<file path="config.mk">
export PLATFORM = sky130hd
export DESIGN_NAME = tira_itu
export DESIGN_NICKNAME = d
export VERILOG_FILES = /design/src/rtl/tira_pkg.sv /design/src/rtl/tira_itu.sv
export SDC_FILE = /design/constraint.sdc
export NUM_CORES = 1
export LEC_CHECK = 0
export BUFFER_PORTS_ARGS = -buffer_cell sky130_fd_sc_hd__buf_2
export CORE_ASPECT_RATIO = 0.6
export CORE_MARGIN = 2
export CORE_UTILIZATION = 46
export CTS_CLUSTER_SIZE = 20
export DETAILED_ROUTE_END_ITERATION = 12
export PLACE_DENSITY = 0.69
export REMOVE_ABC_BUFFERS = 1
export SLEW_MARGIN = 20
export SYNTH_ARGS = -nofsm -noshare
export SYNTH_HDL_FRONTEND = slang
export SYNTH_SLANG_ARGS = --single-unit
</file>
<file path="constraint.sdc">
create_clock -name clk -period 7.6 [get_ports clk]
set_clock_uncertainty 0.15 [all_clocks]
set_input_delay 0 -clock clk [delete_from_list [all_inputs] [get_ports clk]]
set_output_delay 0 -clock clk [all_outputs]
set_load 0.01 [all_outputs]
</file>
<file path="src/rtl/tira_pkg.sv">
// ----------------------------------------------------------------------------
// tira_pkg
// Types, codes and helper functions of the typed integer register ALU.
// ----------------------------------------------------------------------------
package tira_pkg;

	localparam int NumRegsDefault = 256;

	localparam logic [4:0] K_LDI = 5'd0, K_MOV = 5'd1, K_AND = 5'd2, K_OR = 5'd3,
		K_XOR = 5'd4, K_NOT = 5'd5, K_INC = 5'd6, K_ABS = 5'd7, K_NEG = 5'd8,
		K_DEC = 5'd9, K_SHL = 5'd10, K_SHR = 5'd11, K_ADD = 5'd12, K_SUB = 5'd13,
		K_MUL = 5'd14, K_DIV = 5'd15, K_LAND = 5'd16, K_LOR = 5'd17,
		K_LXOR = 5'd18, K_LNOT = 5'd19, K_CEQ = 5'd20, K_CGT = 5'd21,
		K_CGE = 5'd22, K_CLT = 5'd23, K_CLE = 5'd24;

	localparam logic [1:0] ST_OK = 2'd0, ST_BADTYPE = 2'd1, ST_DIVZERO = 2'd2;

	localparam logic [3:0] T_S64 = 4'd6, T_U64 = 4'd7;

	typedef struct packed {
		logic [4:0]  kind;
		logic [3:0]  dest_type;
		logic [7:0]  dest_index;
		logic [3:0]  a_type;
		logic [7:0]  a_index;
		logic [3:0]  b_type;
		logic [7:0]  b_index;
		logic signed [63:0] immediate;
	} instr_t;

	typedef struct packed {
		logic signed [63:0] written_value;
		logic        wrote;
		logic        compare_flag;
		logic [1:0]  status;
	} result_t;

	typedef enum logic [3:0] {
		S_IDLE, S_CLR, S_RDA, S_RDB, S_WAITB, S_EXEC, S_MUL, S_DIV, S_FIN, S_WB
	} state_t;

	// Request from the sequencer to the shared iterative unit.
	typedef struct packed {
		logic start_mul;
		logic start_div;
	} itu_ctl_t;

	// Width mask of the low part of a typed view.
	function automatic logic [63:0] low_mask(input logic [3:0] t);
		case (t[2:1])
			2'd0:    low_mask = 64'h0000_0000_0000_00ff;
			2'd1:    low_mask = 64'h0000_0000_0000_ffff;
			2'd2:    low_mask = 64'h0000_0000_ffff_ffff;
			default: low_mask = 64'hffff_ffff_ffff_ffff;
		endcase
	endfunction

	// Typed view of a register value.
	function automatic logic [63:0] view(input logic [3:0] t, input logic [63:0] v);
		logic [63:0] m;
		m = low_mask(t);
		if (t == T_S64) view = v;
		else if (t == T_U64) view = {1'b0, v[62:0]};
		else if (t[0]) view = v & m;
		else if (v[63]) view = v | ~m;
		else view = v & m;
	endfunction

	// Load-immediate extension by destination type.
	function automatic logic [63:0] imm_ext(input logic [3:0] t, input logic [63:0] v);
		logic [63:0] m;
		logic [63:0] x;
		m = low_mask(t);
		x = v & m;
		if (t >= T_S64) imm_ext = v;
		else if (t[0]) imm_ext = x;
		else begin
			case (t[2:1])
				2'd0:    imm_ext = {{56{x[7]}}, x[7:0]};
				2'd1:    imm_ext = {{48{x[15]}}, x[15:0]};
				default: imm_ext = {{32{x[31]}}, x[31:0]};
			endcase
		end
	endfunction

endpackage

</file>
<file path="src/rtl/tira_itu.sv">
// ----------------------------------------------------------------------------
// tira_itu
// Shared iterative unit: shift-add multiply and restoring signed divide,
// one bit each cycle.
// ----------------------------------------------------------------------------
module tira_itu import tira_pkg::*; (
	input  logic        clk,
	input  logic        arst_n,
	input  itu_ctl_t    ctl,
	input  logic [63:0] a,
	input  logic [63:0] b,
	output logic        done,
	output logic [63:0] res
);
	logic [63:0] acc_q, x_q, y_q, rem_q;
	logic [6:0]  cnt_q;
	logic        busy_q, mul_q, neg_q;
	logic [64:0] trial;

	assign trial = {rem_q, x_q[63]} - {1'b0, y_q};

	// One bit of product or quotient per cycle.
	always_ff @(posedge clk or negedge arst_n) begin
		if (!arst_n) begin
			busy_q <= 1'b0;
			done   <= 1'b0;
			cnt_q  <= '0;
			mul_q  <= 1'b0;
		end else begin
			done <= 1'b0;
			if (ctl.start_mul || ctl.start_div) begin
				busy_q <= 1'b1;
				mul_q  <= ctl.start_mul;
				cnt_q  <= 7'd64;
			end else if (busy_q) begin
				cnt_q <= cnt_q - 7'd1;
				if (cnt_q == 7'd1) begin
					busy_q <= 1'b0;
					done   <= 1'b1;
				end
			end
		end
	end

	always_ff @(posedge clk) begin
		if (ctl.start_mul) begin
			acc_q <= '0;
			x_q   <= a;
			y_q   <= b;
		end else if (ctl.start_div) begin
			rem_q <= '0;
			x_q   <= a[63] ? -a : a;
			y_q   <= b[63] ? -b : b;
			neg_q <= a[63] ^ b[63];
		end else if (busy_q) begin
			if (mul_q) begin
				if (y_q[0]) acc_q <= acc_q + x_q;
				x_q <= x_q << 1;
				y_q <= y_q >> 1;
			end else begin
				if (!trial[64]) begin
					rem_q <= trial[63:0];
					x_q   <= {x_q[62:0], 1'b1};
				end else begin
					rem_q <= {rem_q[62:0], x_q[63]};
					x_q   <= {x_q[62:0], 1'b0};
				end
			end
		end
	end

	assign res = mul_q ? acc_q : (neg_q ? -x_q : x_q);
endmodule

</file>
==> results_dict.tcl, run 1 <==
set metrics [dict create \
    via_per_inst 6.21 \
    grt_use_met1_pct 47.1 \
    track_usage_pct 30.3 \
    setup_slack_ns 2.29 \
    fmax_mhz 188 \
    antenna_found_initial 6 \
    ys_top_cells_by_count "nand2_1 (447), a21oi_1 (427), o21ai_0 (294)" \
    drive_above_1_share_pct 9.62 \
    routedWlPerCell_um 20.3 \
    switchingPower_mw 2.26 \
    first_iter_violations 3016 \
    synth.distinct_cells 82 \
    numCtsBuffers 30 \
    core_area_um2 50600 \
    rsz0062_at_grt "no" \
    hold_viol 0 \
    syn_area_um2 23400 \
    clock_latency_ns 0.61 \
    ios 197 \
    firstDrtPassIters 8 \
    seq_power_share_pct 33.2 \
    rows 64 \
    setup_viol 0 \
    die_area_um2 52800 \
    critPathLaunchType "register" \
    ys_seq_area_share_pct 31.3 \
    synth_top_area_cell "edfxtp_1" \
    place.gp.congestion 0.980 \
    drv_slew 0 \
    fin_tns_setup_ns 0 \
    place_hpwl_um 57900 \
    synth.top_cell.area_share_pct 24.7 \
    yosysWarnings 0 \
    dieHeight_um 179 \
    port_buffers 196 \
    synth_ff_type "edfxtp_1" \
    power_density_nw_per_um2 206 \
    crit_fanout 6 \
    die_w_um 295 \
    comb_power_share_pct 40.9 \
    use_met2_pct 42.7 \
    slew_headroom_pct 19.4 \
    clk_pin_slew_ns 0.07 \
    switching_share_pct 39.0 \
    use_met3_pct 5.36 \
    intPower_mw 3.54 \
    ir_drop_uv 194 \
    placed_cell_area_um2 24900 \
    fin_area_um2 28200 \
    arrival_ns 5.70 \
    reg2reg_setup_slack_ns 2.29 \
    hp-class "in -> reg" \
    overflow 0 \
    syn2layout_area_growth_pct 20.1 \
    yosysMostFrequentCell "nand2_1" \
    busiest_layer "met1" \
    h-tree-depth 1 \
    cts_resized 0 \
    cts_num_sinks 267 \
    maxCapViolCount 0 \
    grt_max_degree 96 \
    drc 0 \
    status "finished clean" \
    dpl_worst_slack_ns 2.01 \
    synth_edf_count 193 \
    critPathRequiredTime_ns 7.99 \
    syn_inst 3046 \
    cts_root_buf "clkbuf_16" \
    grt_pass1_vias 22730 \
    syn_avg_cell_area_um2 7.70 \
    synthArstFlopShare_pct 3.75 \
    cts_tree "yes" \
    drtAntennaViolNets 0 \
    leakage_nw 11.2 \
    clockPowerShare_pct 25.9 \
    clockBufferDepth 3 \
    wl_um 82600 \
    end_kind "register" \
    start_util_pct 46.3 \
    path_class "reg -> reg" \
    period_share_pct 69.9 \
    via_count 25264 \
    synthTopCellsByArea "edfxtp_1 (25%), a21oi_1 (9.1%), nand2_1 (7.2%)" \
    worst_pin_slew_ns 1.20 \
    synth-seq-cells 267 \
    min_period_ns 5.31 \
    fin_nets 3612 \
    cts_hold_buf 233 \
    final_core_util_pct 55.6 \
    grt_pass1_wl_um 128000 \
    cts_setup_buffers 0 \
]
worst paths after layout:
| kind | end | start | cells past startpoint |
|---|---|---|---|
| min in group asynchronous | mul_q | arst_n | 3 |
| max reg2reg | acc_q[56] | x_q[0] | 15 |
| min reg2reg | acc_q[20] | acc_q[20] | 2 |
| max in group asynchronous | mul_q | arst_n | 3 |
| min | neg_q | a[63] | 3 |
| max | acc_q[56] | x_q[0] | 15 |
through the flow:
stage               hold slack [ns]  power (mW)  cells
floorplan                    -0.446        3.45   2861
global placement             -0.277        4.06   3773
detailed placement           -0.268        4.12   3774
CTS                          0.0567        5.75   4061
global route                  0.133        6.13   4064
finish                        0.145        5.80   4066
flip-flops by register name, summed over array words and instances (netlist names):
name	cells
mul_q	1
busy_q	1
x_q	64
acc_q	64
y_q	64
rem_q	64
cnt_q	7
done	1
neg_q	1
worst max-delay path, cell delays in order, from the launching register on:
cell and delay [ns]:
edfxtp_1 0.47, ha_1 0.25, inv_1 0.07, fa_1 0.38, nor2b_1 0.22, o2111ai_1 0.15
a21boi_0 0.50, a41o_1 0.34, a211oi_1 0.13, buf_4 0.19, o21ai_0 0.62, a21oi_1 0.24
o41ai_1 0.60, a221oi_1 0.34, or4_1 0.49, nand3_1 0.09
power by group through the flow:
stage          Sequential [mW]  Combinational, mW  Clock, mW
6_report                  1.93               2.37       1.50
5_1_grt                   1.95               2.62       1.57
4_1_cts                   1.92               2.31       1.51
3_5_place_dp              1.95               2.17          0
3_3_place_gp              1.94               2.12          0
2_1_floorplan             1.90               1.54          0
cell families after synthesis:
| group | share of synthesized area (%) |
|---|---|
| muxes | 0.315 |
| xor gates and xnor gates | 6.65 |
| buffers and inverters | 4.96 |
| adders and majority gates | 7.22 |
| AOI/OAI and AO/OA | 29.3 |
| and+or+nand+nor | 20.3 |
| DFF | 31.3 |
layout by cell type (no fill, tap or decap), types with 30 or more instances in the layout:
| cell | n |
|---|---|
| nand2_1 | 446 |
| a21oi_1 | 427 |
| o21ai_0 | 294 |
| dlygate4sd3_1 | 233 |
| buf_2 | 194 |
| edfxtp_1 | 193 |
| nor2_1 | 178 |
| ha_1 | 132 |
| inv_1 | 120 |
| xor2_1 | 94 |
| xnor2_1 | 82 |
| nor3_1 | 76 |
| dfxtp_1 | 64 |
| nand3_1 | 57 |
| a21o_1 | 57 |
| a22oi_1 | 54 |
| or3_1 | 52 |
| o31ai_1 | 48 |
| nand4_1 | 44 |
| a31oi_1 | 35 |
| or4_1 | 33 |
| clkbuf_16 | 30 |
routing by layer:
| layer | part of all wire (%) | vias to the layer above |
|---|---|---|
| met4 | 2.2 | 2 |
| met1 | 47 | 11914 |
| met5 | 0.016 | - |
| li1 | - | 11848 |
| met2 | 41 | 1345 |
| met3 | 9.9 | 155 |
area by class of cell:
cell class                      count  area (um^2)
Sequential cell                   267         7330
Multi-Input combinational cell   2472        15000
Clock buffer                       35          769
Inverter                          122          459
Tap cell                          693          867
Clock inverter                     19          175
Antenna cell                        5         12.5
Timing Repair Buffer              453         3530
Fill cell                        4682        22500
No activity file was read; power rests on OpenSTA's default activity.
==> run 2: changes to the inputs <==
- PLACE_DENSITY: 0.69 -> 0.71
- clock period: 7.6 -> 4.5 ns (I/O delays scaled with it)
==> run 2 against run 1 <==
  * The flow now finishes with violations (negative setup slack)
  * Clock-buffer cell count did not move
  * Combinational power rose by 77%
  * Non-clock buffer count rose by 46
  * Sequential power rose by 69%
  * Clock power rose by 61%
  * Worst setup slack got worse by 2.3 ns
  * Critical path depth fell by 4
  * Register-to-register slack got worse by 2.1 ns
  * Cell area rose by 2.1%
  * Sequential cell count did not move
  * Final cell count rose by 1.2%
  * Largest cell class unchanged
==> results_dict.tcl, run 2 (synthesis results as in run 1) <==
set metrics [dict create \
    status "complete, but fails checks" \
    violations "negative setup slack" \
    worst_pin_slew_ns 1.20 \
    fmax_mhz 222 \
    setup_viol 1 \
    critPathRequiredTime_ns 4.35 \
    layout_common_cells "nand2_1 (444), a21oi_1 (423), o21ai_0 (291), dlygate4sd3_1 (212), edfxtp_1 (193)" \
    via_per_inst 6.25 \
    place.gp.congestion 0.971 \
    comb_power_share_pct 42.5 \
    via_count 25728 \
    cts_root_buf "clkbuf_16" \
    cts_tree "yes" \
    total_power_mw 9.87 \
    slew_headroom_pct 19.9 \
    instances_no_fill 4116 \
    grt_max_degree 160 \
    clockBufferDepth 3 \
    routedWlPerCell_um 20.5 \
    r2r-start "x_q[19]" \
    reg2reg_setup_slack_ns 0.17 \
    die_w_um 295 \
    rows 64 \
    cts_num_sinks 267 \
    wl_um 84400 \
    whs_path_depth 5 \
    die_area_um2 52800 \
    arrival_ns 4.36 \
    route.met3.wl_um 8260 \
    crit_fanout 4 \
    min_period_ns 4.51 \
    power_density_nw_per_um2 343 \
    placed_cell_area_um2 25300 \
    period_share_pct 100 \
    syn2layout_area_growth_pct 22.6 \
    first_iter_violations 3145 \
    dieHeight_um 179 \
    h-tree-depth 1 \
    highest-signal-layer "met5" \
    numPlacedInstances 3819 \
    port_buffers 196 \
    dpl_worst_slack_ns -0.103 \
    intPower_mw 6.01 \
    track_usage_pct 30.3 \
    met1_length_um 39100 \
    firstDrtPassIters 6 \
    final_core_util_pct 56.8 \
    layout_commonest_cell "nand2_1" \
    fin_nets 3657 \
    drv_slew 0 \
    r2r_cells 16 \
    critPathLaunchType "register" \
    rr_endpoint "acc_q[63]" \
    maxCapViolCount 0 \
    holdCritStartpoint "a[2]" \
    end_kind "primary output" \
    ir_drop_uv 310 \
    clockPowerShare_pct 24.5 \
    drive_above_1_share_pct 11.9 \
    fin_area_um2 28700 \
    start_util_pct 46.3 \
    drtAntennaViolNets 0 \
    hp-class "in -> reg" \
    overflow 0 \
    leakage_nw 11.6 \
    hold_viol 0 \
    place_hpwl_um 58900 \
    grt_pass1_wl_um 128000 \
    grt_pass1_vias 23046 \
    hold_path_end "x_q[4]" \
    numCtsBuffers 29 \
    core_area_um2 50600 \
    seq_power_share_pct 33.0 \
    switching_share_pct 39.1 \
    wl_met2_um 34700 \
    setup_slack_ns -0.0100 \
    ios 197 \
    drc 0 \
    switchingPower_mw 3.86 \
    path_class "reg -> out" \
    clk_pin_slew_ns 0.07 \
    clock_latency_ns 0.60 \
    rsz0062_at_grt "yes" \
    antenna_found_initial 9 \
]
run 2: worst max-delay path by stage:
stage / slack, ns / start / to
after floorplan: -1.71 / mul_q / acc_q[48]
after global placement: 0.15 / x_q[63] / rem_q[61]
after detailed placement: -0.10 / x_q[63] / rem_q[61]
after CTS: -0.03 / x_q[19] / res[58]
after global routing: -0.11 / x_q[19] / res[58]
final: -0.01 / x_q[19] / res[53]
run 2: repair_timing:
item / in CTS / in global routing
setup buffers: 5 / 16
endpoints found under the setup margin: 63 / 84
hold buffers: 222 / 2
hold endpoints to repair: 148 / 2
resized for setup: 15 / 30
pin swaps: 2 / 17
gates cloned: 0 / 1
run 2: routing by layer:
| layer | global-route usage [%] | vias to the layer above |
|---|---|---|
| li1 | - | 11956 |
| met1 | 46.8 | 12174 |
| met4 | 8.52 | 4 |
| met2 | 43.3 | 1408 |
| met5 | 0 | - |
| met3 | 4.39 | 186 |
run 2: layout make-up:
class / count / area [um^2]
Clock inverter: 19 / 160
Fill cell: 4664 / 21900
Clock buffer: 35 / 748
Tap cell: 693 / 867
Antenna cell: 9 / 22.5
Timing Repair Buffer: 499 / 3990
Inverter: 122 / 459
Multi-Input combinational cell: 2472 / 15200
Sequential cell: 267 / 7330
run 2: power groups by stage:
stage	Sequential [mW]	Combinational [mW]	Clock, mW
3_3_place_gp	3.29	3.71	0
6_report	3.26	4.20	2.41
3_5_place_dp	3.29	3.77	0
2_1_floorplan	3.21	2.61	0
4_1_cts	3.24	4.02	2.44
5_1_grt	3.28	4.59	2.53
run 2: critical path, stage by stage (launching register included):
cell and delay, ns:
edfxtp_1 0.42, or3_4 0.41, or3_4 0.35, or4_4 0.43, or3_4 0.35, or3_1 0.45
or3_1 0.42, o31ai_4 0.26, nand2_1 0.10, xnor2_1 0.14, o21ai_1 0.25, buf_2 0.19
run 2: per-stage QoR:
step	hold WS (ns)	setup TNS, ns
detailed placement	-0.268	-2.29
global route	0.0251	-0.413
floorplan	-0.446	-183.78
CTS	0.000970	-0.0259
finish	0.0153	-0.0100
global placement	-0.276	0
